`config.mk`:
```
export PLATFORM = sky130hd
export DESIGN_NAME = worker_pool_heartbeat_queue
export DESIGN_NICKNAME = d
export VERILOG_FILES = /design/src/design/wphq_pkg.sv /design/src/design/wphq_ram.sv /design/src/design/worker_pool_heartbeat_queue.sv
export SDC_FILE = /design/constraint.sdc
export NUM_CORES = 1
export LEC_CHECK = 0
export BUFFER_PORTS_ARGS = -buffer_cell sky130_fd_sc_hd__buf_2
export CAP_MARGIN = 0
export CORE_MARGIN = 2
export CORE_UTILIZATION = 50
export CTS_BUF_LIST = sky130_fd_sc_hd__clkbuf_8
export DETAILED_ROUTE_END_ITERATION = 8
export GPL_TIMING_DRIVEN = 0
export PLACE_DENSITY = 0.68
export REMOVE_ABC_BUFFERS = 1
export SYNTH_ARGS = -nofsm -noshare
export SYNTH_HDL_FRONTEND = slang
export SYNTH_SLANG_ARGS = --single-unit
export TNS_END_PERCENT = 100
```
`constraint.sdc`:
```
create_clock -name clk -period 6.7 [get_ports clk]
set_clock_uncertainty 0.2 [all_clocks]
set_input_delay 2.01 -clock clk [delete_from_list [all_inputs] [get_ports clk]]
set_output_delay 2.01 -clock clk [all_outputs]
set_load 0.05 [all_outputs]
```
`src/design/wphq_pkg.sv`:
```
// Shared types and constants for the worker pool heartbeat queue.
// Field codes, register indexes, reset values and stream widths.
// No dependencies.
package wphq_pkg;

  // Stream payload widths (whole bytes).
  localparam int S_DATA_W = 16;
  localparam int M_DATA_W = 16;
  localparam int CFG_DATA_W = 16;

  // Input field positions inside s_tdata.
  localparam int ACTION_LSB = 0;
  localparam int WID_LSB = 2;
  localparam int MSG_LSB = 10;

  typedef logic [1:0] action_t;
  typedef logic [1:0] msg_kind_t;
  typedef logic [2:0] result_kind_t;
  typedef logic [7:0] target_id_t;

  // Input actions.
  localparam action_t ACT_TICK = 2'd0;
  localparam action_t ACT_MSG = 2'd1;
  localparam action_t ACT_REQUEST = 2'd2;

  // Worker message kinds.
  localparam msg_kind_t MSG_READY = 2'd0;
  localparam msg_kind_t MSG_INVALID = 2'd1;
  localparam msg_kind_t MSG_REPLY = 2'd2;

  // Result kinds.
  localparam result_kind_t RES_FORWARD = 3'd0;
  localparam result_kind_t RES_DISPATCH = 3'd1;
  localparam result_kind_t RES_HEARTBEAT = 3'd2;
  localparam result_kind_t RES_INVALID = 3'd3;
  localparam result_kind_t RES_NO_WORKER = 3'd4;
  localparam result_kind_t RES_POOL_FULL = 3'd5;

  // Configuration register indexes.
  localparam logic REG_HB_INTERVAL = 1'b0;
  localparam logic REG_LIVENESS = 1'b1;

  // Reset values.
  localparam logic [15:0] HB_INTERVAL_RESET = 16'd1000;
  localparam logic [3:0] LIVENESS_RESET = 4'd3;
  localparam logic [31:0] NEXT_HB_RESET = 32'd1000;

endpackage

```
`src/design/wphq_ram.sv`:
```
// Generic single-write, single-read RAM with registered read data.
// Holds the idle-worker queue entries. No dependencies.
module wphq_ram #(
  parameter int WIDTH = 40,
  parameter int DEPTH = 16
) (
  input  logic                     clk,
  input  logic                     wr_en,
  input  logic [$clog2(DEPTH)-1:0] wr_addr,
  input  logic [WIDTH-1:0]         wr_data,
  input  logic                     rd_en,
  input  logic [$clog2(DEPTH)-1:0] rd_addr,
  output logic [WIDTH-1:0]         rd_data
);

  logic [WIDTH-1:0] mem [DEPTH];

  // Write port and registered read port
  always_ff @(posedge clk) begin
    if (wr_en) begin
      mem[wr_addr] <= wr_data;
    end
    if (rd_en) begin
      rd_data <= mem[rd_addr];
    end
  end

endmodule

```
`src/design/worker_pool_heartbeat_queue.sv`:
```
// Idle-worker queue with heartbeat expiry, top level.
// Depends on wphq_pkg and the entry RAM wphq_ram.
//
// The block keeps idle workers in arrival order (least recent message at the
// head) in a circular buffer held in one RAM, each entry a worker id and an
// expiry tick. Each input transfer is handled by a small sequencer that walks
// the RAM one entry at a time through its single read port, and the block
// takes no new item until the walk and the trailing expiry purge are done.
// Per item: a tick sends a heartbeat to every queued worker when a round is
// due; a worker message searches the queue for the worker's entry, moves each
// later entry down to close the gap and appends the worker at the tail, with
// a pool-full result when the queue is full (a forwarded or invalid result
// follows it for a non-ready message); a client request pops the head worker,
// or reports no worker on an empty queue; an unknown action goes straight to
// the purge. Every item ends with the purge, which drops expired head entries.
// Results leave through an output register, so a stalled sink only holds
// the sequencer while a result waits to be taken. Time compares are
// wrap-safe over 32 bits.
module worker_pool_heartbeat_queue #(
  parameter int MAX_WORKERS = 16,
  parameter int ID_BITS = 8
) (
  input  logic                            clk,
  input  logic                            rst,
  // Configuration write channel
  input  logic                            cfg_valid,
  output logic                            cfg_ready,
  input  logic                            cfg_index,
  input  logic [wphq_pkg::CFG_DATA_W-1:0] cfg_data,
  // Input stream: action[1:0], worker_id[9:2], msg_kind[11:10], zero fill
  input  logic                            s_tvalid,
  output logic                            s_tready,
  input  logic [wphq_pkg::S_DATA_W-1:0]   s_tdata,
  // Output stream: result_kind[2:0], target_id[10:3], zero fill
  output logic                            m_tvalid,
  input  logic                            m_tready,
  output logic [wphq_pkg::M_DATA_W-1:0]   m_tdata,
  output logic                            m_tlast
);

  import wphq_pkg::*;

  localparam int SID_W = (ID_BITS < 8) ? ID_BITS : 8;
  localparam int PTR_W = $clog2(MAX_WORKERS);
  localparam int CNT_W = $clog2(MAX_WORKERS + 1);
  localparam int ENT_W = SID_W + 32;

  typedef enum logic [3:0] {
    ST_IDLE,
    ST_TICK,
    ST_HB_RD,
    ST_HB_OUT,
    ST_SRCH_RD,
    ST_SRCH_CHK,
    ST_SHIFT_RD,
    ST_SHIFT_WR,
    ST_APPEND,
    ST_MSG_OUT,
    ST_POP_RD,
    ST_POP_OUT,
    ST_NO_WORKER,
    ST_PURGE_RD,
    ST_PURGE_CHK
  } state_t;

  state_t             state;
  logic [15:0]        hb_interval;
  logic [3:0]         liveness;
  logic [19:0]        prod;
  logic [31:0]        now_ticks;
  logic [31:0]        next_heartbeat;
  logic [PTR_W-1:0]   head;
  logic [CNT_W-1:0]   count;
  logic [CNT_W-1:0]   idx;
  msg_kind_t          kind;
  logic [SID_W-1:0]   wid;
  logic               full_pend;
  result_kind_t       out_kind;
  target_id_t         out_id;
  logic               out_last;

  logic               out_free;
  logic               out_load;
  logic               in_xfer;
  logic [CNT_W-1:0]   rd_off;
  logic [CNT_W-1:0]   wr_off;
  logic [PTR_W-1:0]   rd_addr;
  logic [PTR_W-1:0]   wr_addr;
  logic               rd_en;
  logic               wr_en;
  logic [ENT_W-1:0]   wr_data;
  logic [ENT_W-1:0]   rd_data;
  logic [SID_W-1:0]   rd_id;
  logic [31:0]        rd_exp;
  logic [31:0]        exp_diff;
  logic [31:0]        hb_diff;
  logic               idx_is_last;
  logic               shift_more;
  action_t            in_action;

  // Ring index: base plus offset, folded once into the depth
  function automatic logic [PTR_W-1:0] wrap_add(input logic [PTR_W-1:0] base,
                                                input logic [CNT_W-1:0] off);
    logic [PTR_W+1:0] sum;
    sum = (PTR_W+2)'(base) + (PTR_W+2)'(off);
    if (sum >= (PTR_W+2)'(MAX_WORKERS)) begin
      sum = sum - (PTR_W+2)'(MAX_WORKERS);
    end
    return sum[PTR_W-1:0];
  endfunction

  assign cfg_ready = 1'b1;
  assign s_tready  = (state == ST_IDLE);
  assign in_xfer   = s_tvalid && s_tready;
  assign in_action = s_tdata[ACTION_LSB +: 2];
  assign out_free  = !m_tvalid || m_tready;

  assign m_tdata = {(M_DATA_W - 11)'(0), out_id, out_kind};
  assign m_tlast = out_last;

  assign rd_id       = rd_data[ENT_W-1 -: SID_W];
  assign rd_exp      = rd_data[31:0];
  assign exp_diff    = now_ticks - rd_exp;
  assign hb_diff     = now_ticks - next_heartbeat;
  assign idx_is_last = (CNT_W'(idx + 1'b1) == count);
  assign shift_more  = ((CNT_W+1)'(idx) + (CNT_W+1)'(2)) < (CNT_W+1)'(count);

  // Select RAM addresses and strobes for the current step
  always_comb begin
    rd_off   = '0;
    rd_en    = 1'b0;
    wr_off   = idx;
    wr_en    = 1'b0;
    wr_data  = {wid, now_ticks + 32'(prod)};
    out_load = 1'b0;
    unique case (state)
      ST_HB_RD, ST_SRCH_RD: begin
        rd_off = idx;
        rd_en  = 1'b1;
      end
      ST_SHIFT_RD: begin
        rd_off = CNT_W'(idx + 1'b1);
        rd_en  = 1'b1;
      end
      ST_POP_RD, ST_PURGE_RD: begin
        rd_en = 1'b1;
      end
      ST_SHIFT_WR: begin
        wr_en   = 1'b1;
        wr_data = rd_data;
      end
      ST_APPEND: begin
        wr_off = count;
        wr_en  = (count < CNT_W'(MAX_WORKERS));
      end
      ST_HB_OUT, ST_POP_OUT, ST_NO_WORKER: begin
        out_load = out_free;
      end
      ST_MSG_OUT: begin
        out_load = out_free && (full_pend || (kind != MSG_READY));
      end
      default: begin
      end
    endcase
  end

  assign rd_addr = wrap_add(head, rd_off);
  assign wr_addr = wrap_add(head, wr_off);

  wphq_ram #(
    .WIDTH(ENT_W),
    .DEPTH(MAX_WORKERS)
  ) u_ram (
    .clk    (clk),
    .wr_en  (wr_en),
    .wr_addr(wr_addr),
    .wr_data(wr_data),
    .rd_en  (rd_en),
    .rd_addr(rd_addr),
    .rd_data(rd_data)
  );

  // Sequencer, queue bookkeeping, configuration and output register
  always_ff @(posedge clk) begin
    prod <= 20'(hb_interval) * 20'(liveness);
    if (rst) begin
      state          <= ST_IDLE;
      hb_interval    <= HB_INTERVAL_RESET;
      liveness       <= LIVENESS_RESET;
      now_ticks      <= '0;
      next_heartbeat <= NEXT_HB_RESET;
      head           <= '0;
      count          <= '0;
      idx            <= '0;
      full_pend      <= 1'b0;
      m_tvalid       <= 1'b0;
    end else begin
      // Load a new result, or drop the held one once its transfer completes
      if (out_load) begin
        m_tvalid <= 1'b1;
      end else if (m_tready) begin
        m_tvalid <= 1'b0;
      end

      // Register writes
      if (cfg_valid && cfg_ready) begin
        unique case (cfg_index)
          REG_HB_INTERVAL: hb_interval <= cfg_data[15:0];
          REG_LIVENESS:    liveness <= cfg_data[3:0];
        endcase
      end

      unique case (state)
        ST_IDLE: begin
          if (in_xfer) begin
            wid  <= s_tdata[WID_LSB +: SID_W];
            kind <= s_tdata[MSG_LSB +: 2];
            idx  <= '0;
            case (in_action)
              ACT_TICK: begin
                now_ticks <= now_ticks + 32'd1;
                state     <= ST_TICK;
              end
              ACT_MSG: begin
                state <= (count == '0) ? ST_APPEND : ST_SRCH_RD;
              end
              ACT_REQUEST: begin
                state <= (count == '0) ? ST_NO_WORKER : ST_POP_RD;
              end
              default: begin
                state <= ST_PURGE_RD;
              end
            endcase
          end
        end

        // Heartbeat round when due, then rearm
        ST_TICK: begin
          if (!hb_diff[31]) begin
            next_heartbeat <= now_ticks + 32'(hb_interval);
            state          <= (count == '0) ? ST_PURGE_RD : ST_HB_RD;
          end else begin
            state <= ST_PURGE_RD;
          end
        end

        ST_HB_RD: begin
          state <= ST_HB_OUT;
        end

        ST_HB_OUT: begin
          if (out_free) begin
            out_kind <= RES_HEARTBEAT;
            out_id   <= 8'(rd_id);
            out_last <= idx_is_last;
            if (idx_is_last) begin
              state <= ST_PURGE_RD;
            end else begin
              idx   <= CNT_W'(idx + 1'b1);
              state <= ST_HB_RD;
            end
          end
        end

        // Search for an entry of this worker
        ST_SRCH_RD: begin
          state <= ST_SRCH_CHK;
        end

        ST_SRCH_CHK: begin
          if (rd_id == wid) begin
            if (idx_is_last) begin
              count <= CNT_W'(count - 1'b1);
              state <= ST_APPEND;
            end else begin
              state <= ST_SHIFT_RD;
            end
          end else if (idx_is_last) begin
            state <= ST_APPEND;
          end else begin
            idx   <= CNT_W'(idx + 1'b1);
            state <= ST_SRCH_RD;
          end
        end

        // Close the gap: move each later entry down by one
        ST_SHIFT_RD: begin
          state <= ST_SHIFT_WR;
        end

        ST_SHIFT_WR: begin
          if (shift_more) begin
            idx   <= CNT_W'(idx + 1'b1);
            state <= ST_SHIFT_RD;
          end else begin
            count <= CNT_W'(count - 1'b1);
            state <= ST_APPEND;
          end
        end

        // Append at the tail, or mark the pool full
        ST_APPEND: begin
          if (count < CNT_W'(MAX_WORKERS)) begin
            count     <= CNT_W'(count + 1'b1);
            full_pend <= 1'b0;
          end else begin
            full_pend <= 1'b1;
          end
          state <= ST_MSG_OUT;
        end

        ST_MSG_OUT: begin
          if (full_pend) begin
            if (out_free) begin
              out_kind  <= RES_POOL_FULL;
              out_id    <= 8'(wid);
              out_last  <= (kind == MSG_READY);
              full_pend <= 1'b0;
              if (kind == MSG_READY) begin
                state <= ST_PURGE_RD;
              end
            end
          end else if (kind == MSG_READY) begin
            state <= ST_PURGE_RD;
          end else if (out_free) begin
            out_kind <= (kind == MSG_REPLY) ? RES_FORWARD : RES_INVALID;
            out_id   <= 8'(wid);
            out_last <= 1'b1;
            state    <= ST_PURGE_RD;
          end
        end

        // Pop the head worker for a client request
        ST_POP_RD: begin
          state <= ST_POP_OUT;
        end

        ST_POP_OUT: begin
          if (out_free) begin
            out_kind <= RES_DISPATCH;
            out_id   <= 8'(rd_id);
            out_last <= 1'b1;
            head     <= wrap_add(head, CNT_W'(1));
            count    <= CNT_W'(count - 1'b1);
            state    <= ST_PURGE_RD;
          end
        end

        ST_NO_WORKER: begin
          if (out_free) begin
            out_kind <= RES_NO_WORKER;
            out_id   <= '0;
            out_last <= 1'b1;
            state    <= ST_PURGE_RD;
          end
        end

        // Drop expired entries at the head
        ST_PURGE_RD: begin
          state <= (count == '0) ? ST_IDLE : ST_PURGE_CHK;
        end

        ST_PURGE_CHK: begin
          if (!exp_diff[31]) begin
            head  <= wrap_add(head, CNT_W'(1));
            count <= CNT_W'(count - 1'b1);
            state <= ST_PURGE_RD;
          end else begin
            state <= ST_IDLE;
          end
        end

        default: begin
          state <= ST_IDLE;
        end
      endcase
    end
  end

endmodule
```
# ---- After elaboration in Yosys (flattened, before gate mapping)
# Memory sizes are Yosys's and may differ from the RTL's. A register that Yosys moved wholly into a read port is not among the register bits.
# Cells that the tools add are included.
dict set report totals {
  ram_bits 640
  in_bits 38
  memories 1
  word_cells 185
  out_inout_bits 20
  ff_bits 146
}
dict set report op_classes {
  add_sub_neg 15
  magnitude_cmp 5
  bitwise_logic 3
  n_mux 74
  n_reduce_logical 35
  n_eq_ne 35
  mul 1
}
# memory depth word_bits read_ports rd_ports_with_merged_regs wr line
set memory_table {}
lappend memory_table {u_ram.mem 16 40 1 1 1 wphq_ram.sv:16} ;# logic [WIDTH-1:0] mem [DEPTH];
# op n
set ops {}
lappend ops {{2-to-1 mux 4 bit} 22}
lappend ops {{subtractor 32 bit} 2}
lappend ops {{2-to-1 mux 5 bit} 12}
lappend ops {{case mux 4 bit (14 select lines)} 1}
lappend ops {{2-to-1 mux 40 bit} 1}
lappend ops {{2-to-1 mux 8 bit} 5}
lappend ops {{adder 32 x 1 -> 32 bit, second input constant} 1}
lappend ops {{adder 32 x 16 -> 32 bit} 1}
lappend ops {{adder 32 x 20 -> 32 bit} 1}
lappend ops {{== test 4 bit, second input constant} 7}
lappend ops {{case mux 5 bit (5 select lines)} 1}
lappend ops {{2-to-1 mux 3 bit} 8}
lappend ops {{case mux 8 bit (3 select lines)} 1}
lappend ops {{inequality test 2 bit, second input constant} 11}
lappend ops {{multiplier 16 x 4 -> 20 bit} 1}
lappend ops {{case mux 5 bit (4 select lines)} 1}
lappend ops {{== test 4 x 3 -> 1 bit, second input constant} 4}
lappend ops {{AND reduction 5 bit} 3}
lappend ops {{AND reduction 7 bit} 2}
lappend ops {{2-to-1 mux 1 bit} 13}
lappend ops {{adder 4 x 5 -> 6 bit} 2}
lappend ops {{>= comparator 6 x 5 -> 1 bit, second input constant} 2}
lappend ops {{case mux 3 bit (4 select lines)} 1}
lappend ops {{case mux 4 bit (3 select lines)} 1}
lappend ops {{38 further kinds} 64}

# ---- Depth between registers and ports, before layout
dict set report depth {
  word_depth 6
  depth_mapped 16
  mapped_depth_nobuf 15
}

# ---- By module
# Synthesis repeated with hierarchy kept, for this count alone.
dict set report hier_totals {
  cells_unflattened 2627
  area_unflattened_um2 38156.6
}
# module area_each_um2 cells_per_inst seq_area_each_um2 instances
set by_module_without_submodules {}
lappend by_module_without_submodules {wphq_ram 25530.7 1040 20419.6 1}
lappend by_module_without_submodules {worker_pool_heartbeat_queue 12625.9 1587 3143.0 1}

# ---- Worst setup path before layout
# No wires, ideal clock.
dict set report synth_path {
  path_kind {register to register}
  from {register state[2]}
  to {memory u_ram.mem[11][0] (enable)}
  path_stages_with_launch 11
  path_buffers 2
  arrival_ps 4182
  required_ps 6063
  path_slack_ps 1881
  setup_ps 437
  cell_sequence {dfxtp_1 > buf_4 > clkbuf_1 > nor3_2 > nand2_1 > o21ai_0 > ha_1 > inv_1 > fa_1 > or3b_2 > nor2_1}
}
dict set report synth_via {
  elab_chain_len 5
  elab_cells_between_ends 10
  cone_classes {2 x add/sub; 1 x order compare; 2 x eq/ne; 5 x mux}
}
# element line
set synth_rtl {}
lappend synth_rtl {{start, declared} worker_pool_heartbeat_queue.sv:66} ;# state_t state;
lappend synth_rtl {{start signal, assigned} worker_pool_heartbeat_queue.sv:225} ;# state <= (count == '0) ? ST_APPEND : ST_SRCH_RD;
lappend synth_rtl {{start signal, assigned} worker_pool_heartbeat_queue.sv:228} ;# state <= (count == '0) ? ST_NO_WORKER : ST_POP_RD;
lappend synth_rtl {{start signal, assigned} worker_pool_heartbeat_queue.sv:241} ;# state <= (count == '0) ? ST_PURGE_RD : ST_HB_RD;
lappend synth_rtl {{== test 4 bit} worker_pool_heartbeat_queue.sv:136} ;# unique case (state)
lappend synth_rtl {{2-to-1 mux 5 bit} worker_pool_heartbeat_queue.sv:136}
lappend synth_rtl {{adder 4 x 5 -> 6 bit} worker_pool_heartbeat_queue.sv:105} ;# sum = (PTR_W+2)'(base) + (PTR_W+2)'(off);
lappend synth_rtl {{>= comparator 6 x 5 -> 1 bit or subtractor 4 x 1 -> 4 bit (tied branches)} {worker_pool_heartbeat_queue.sv:106, worker_pool_heartbeat_queue.sv:107}}
lappend synth_rtl {{2-to-1 mux 4 bit} worker_pool_heartbeat_queue.sv:106} ;# if (sum >= (PTR_W+2)'(MAX_WORKERS)) begin
lappend synth_rtl {{end, declared} wphq_ram.sv:16}
# Parallel ways exist; a longest one is shown, timed or not.

# ---- Final worst setup path
dict set report layout_path {
  from {register state[2]}
  to {register u_ram.rd_data[8], read port of u_ram.mem, data pin}
}
dict set report layout_via {
  elab_chain_len 6
  elab_cells_between_ends 13
  cone_classes {2 x add/sub; 1 x order compare; 5 x eq/ne; 3 x mux; 2 x reduce/logical}
}
# element line
set layout_rtl {}
lappend layout_rtl {{== test 4 x 3 -> 1 bit or == test 4 x 2 -> 1 bit (tied branches)} worker_pool_heartbeat_queue.sv:136}
lappend layout_rtl {{OR reduction 2 bit} worker_pool_heartbeat_queue.sv:136}
lappend layout_rtl {{case mux 5 bit (2 select lines)} worker_pool_heartbeat_queue.sv:136}
lappend layout_rtl {{adder 4 x 5 -> 6 bit} worker_pool_heartbeat_queue.sv:105}
lappend layout_rtl {{>= comparator 6 x 5 -> 1 bit or subtractor 4 x 1 -> 4 bit (tied branches)} {worker_pool_heartbeat_queue.sv:106, worker_pool_heartbeat_queue.sv:107}}
lappend layout_rtl {{2-to-1 mux 4 bit} worker_pool_heartbeat_queue.sv:106}
lappend layout_rtl {{end, declared} wphq_ram.sv:13} ;# output logic [WIDTH-1:0] rd_data
# Parallel ways exist; a longest one is shown, timed or not.
# A chain may end at the register's enable or synchronous reset.

==> results.md <==
- Worst reg2reg startpoint: state[2]$_SDFFE_PP0P_
- Cell count after placement: about 3500
- Routed wire length: roughly 85 mm
- GRT Residual Overflow: 0
- # IOs: slightly below 60
- Xor and xnor fraction of the mapped netlist area: approximately 2.9%
- Layout cell share with drive strength beyond 1: between 10% and 20%
- Via count: 21850
- Status: finished clean
- Vias/cell: about 6
- Largest family of logic cells by synthesized area: multiplexers
- Clock Latency Late Sink: just under 800 ps
- CTS max path bufs: 3
- CTS tree: yes
- Core Area: 74700 sq um
- Worst min path class: reg2reg
- CP Class: reg2reg
- Layout Area Growth over Synthesis: 12.24%
- CP Max Fanout: 56
- CP required: between 7000 and 8000 ps
- Cts repair resizes: 0
- Drt drc: 0
- Crit. Startpoint: state[2]$_SDFFE_PP0P_
- #FFs+latches synth: between 800 and 900
- Synth Flop Type: edfxtp_1
- FP Rows: 100
- Crit path launch type: register
- Root Buffer Master: clkbuf_8
- Final min period: between 5000 and 6000 ps
- Yosys warning total: 0
- Antenna violations before repair: 1
- Cells along the critical path: nand2_1 > nor2_1 > a21oi_1 > nor3_1 > ha_4 > inv_1 > fa_4 > buf_16 > mux4_2 > mux4_2
- CTS clock-pin slew for the worst setup and hold paths: 60 ps
- VDD IR max: about 0.14 mV
- Routability cong.: 0.8635
- Post-synthesis sequential area ratio: about 62%
- # nets final: 2864
- Leak: ~15 nW
- Die ar.: between 70000 and 80000 sq um
- Die Ht: roughly 280 microns
- Clk sink count: just over 800
- Initial DRC count: 2048
- PwrDens: around 270 nW/um^2
- Final period util: 81.22%
- Pwr Total: approximately 12 mW
- I/O Buffers: 47
- Final slew viol count: 0
- Synth Area in Adders: under 10%
- Post-DR wirelength/cell: between 20 and 25 microns
- Pre-antenna DRT Iters: 5
- Critical Path Most Common Cell: mux4_2
- Final Hold Viols: 0
- Setup Viol. Count Final: 0
- DRT antenna net count: 0
- CP Capture Type: register
- CTS H-Tree Depth: 4
- Chip width: 279.2 microns
- Final core utilization: 56.90%
- Rel. slew slack: 20.10%
- Post-synth EDFFs: roughly 700
- Vias in the first global route: approximately 23000
- Post-route insts no fill: 3717
- Netlist Area Pre-Place: 37870 sq um
- Delay-heaviest family, CP: adder cells
- CP Data Arrival Time: around 5800 ps
- Fmax: around 180 MHz
- Wire length of the first global-routing pass: 131.0 mm
- Setup bufs post-CTS: 0
- Initial Util: roughly half
- Largest area contributor in the netlist: edfxtp_1
- DP HPWL: ~55 mm
- Max stage delay on crit path: ~1400 ps
- Critical path's slowest cell: fa_4
- Syn_area_per_cell: 14.99 sq um
- Hold Buf Count CTS: 0
- Top cells by area, synth: edfxtp_1 56%, mux4_2 12%, dfxtp_1 6.6%, ha_1 4.8%, nand2_1 1.9%
- Gate Count Post-Synth: around 2500
- Count leader, synth: edfxtp_1
- Worst hold start: next_heartbeat[4]$_SDFFE_PP0P_
- CP bufs+invs: 2
- CTS buffer count: roughly 130
- Top-area cell type share of the netlist area: a little under three fifths
- Largest net degree at the start of global routing: 89
- Synth async-reset ratio: 0%
- Simple-Gate Fraction of Synth Area: 7.236%
- Actual slew at the worst max-slew pin: 1198 ps
- Cell variety after synth: between 80 and 90
- Commonest cells in the netlist: 702 x edfxtp_1, 200 x mux4_2, 191 x nand2_1
- Total Routing Usage GR: ~22%
- Max-Cap Viols: 0
- Compound-Gate Fraction of Synth Area: ~6.1%
- Multiplexer share of the synthesized area: 12.43%
- RSZ-0062 raised after global routing: no
cell usage in the layout (no fill, tap or decap), types with 8 or more instances in the layout:
cell      Yosys  routed
mux2i_1      18      18
a21o_1       27      27
a211oi_1     20      20
xor2_1       54      54
xnor2_1      70      68
nand4_1       9       9
nor2_4        1      17
nor2b_1      20      19
nand3b_1      8       8
clkbuf_8      0     138
clkinv_1      0      21
o21a_1       15      15
ha_1        144     143
clkinv_2      0      13
and3_1       16      16
buf_8         0       8
mux4_2      200     200
a22o_1        9       9
nand2b_1     18      18
and2_1       56      56
nand3_1      30      29
buf_2         5      46
buf_16        0      15
buf_12        0      26
a211o_1       9       9
inv_1       132     176
a21oi_1     115     114
nand2_1     191     191
fa_1         33      32
o211ai_1      8       8
or3_1        10      10
edfxtp_1    702     702
nor3_1       29      28
o21ai_0      78      56
nor2_1      153     137
dfxtp_1     124     124
o21ai_1       6      28
power by group:
group	total [mW]	internal, mW	switching [mW]
logic	1.48	0.539	0.938
registers	6.11	5.93	0.178
clock network	3.92	1.96	1.96
cell type report:
| type | instances | area [sq um] |
|---|---|---|
| diodes | 1 | 2.502 |
| clock inverters | 93 | 479.2 |
| repair buffers | 100 | 1325 |
| inverters | 133 | 499.2 |
| multi-input cells | 1457 | 13530 |
| fillers | 5680 | 32190 |
| well taps | 969 | 1212 |
| flip-flops and latches | 826 | 23560 |
| clock buffers | 138 | 1899 |
state kept, by name (all words and copies together), names as in the netlist:
name	cells
u_ram.rd_data	40
prod	20
count	5
full_pend	1
state	4
out_id	8
liveness	4
m_tlast	1
next_heartbeat	32
out_kind	3
hb_interval	16
m_tvalid	1
now_ticks	32
kind	2
idx	5
head	4
u_ram.mem	640
wid	8
kinds of logic after synthesis:
kind of cell | after synthesis
and+or+nand+nor | 573
adders and majority gates | 177
AOI/OAI and AO/OA | 357
muxes | 220
buffers and inverters | 247
xor gates and xnor gates | 124
DFF | 826
other | 2
worst paths after layout:
kind                                         end  depth (start not counted)  slack, ps
hold reg to reg   next_heartbeat[4]$_SDFFE_PP0P_                          2        270
setup / recovery      u_ram.rd_data[8]$_DFFE_PP_                         10       1260
setup reg to reg      u_ram.rd_data[8]$_DFFE_PP_                         10       1260
hold / removal    next_heartbeat[4]$_SDFFE_PP0P_                          2        270
through the flow:
stage / hold WS [ps] / instance area [sq um] / setup WS [ps] / setup TNS (ps)
after detailed placement: 268.6 / 40090 / 1347 / 0
after global routing: 305.2 / 42510 / 1101 / 0
final: 271.6 / 42510 / 1258 / 0
after CTS: 277.3 / 42470 / 1323 / 0
after global placement: 259.4 / 38840 / -5315 / -3079670
after floorplan: 240.0 / 37390 / -2221 / -88840
per-layer routing:
layer	part of all wire [%]	vias to the layer above	global-route usage (%)
met3	6.9	135	4.945
met1	42	11120	29.70
met5	0	-	0
li1	-	9851	-
met2	49	739	36.70
met4	2.3	0	6.521
worst register-to-register path, stage by stage, from the launching register on:
cell and delay [ps]:
dfxtp_1 1040, nand2_1 410, nor2_1 180, a21oi_1 60
nor3_1 320, ha_4 200, inv_1 50, fa_4 1390
buf_16 380, mux4_2 440, mux4_2 490
(Power assumes the default switching activity.)
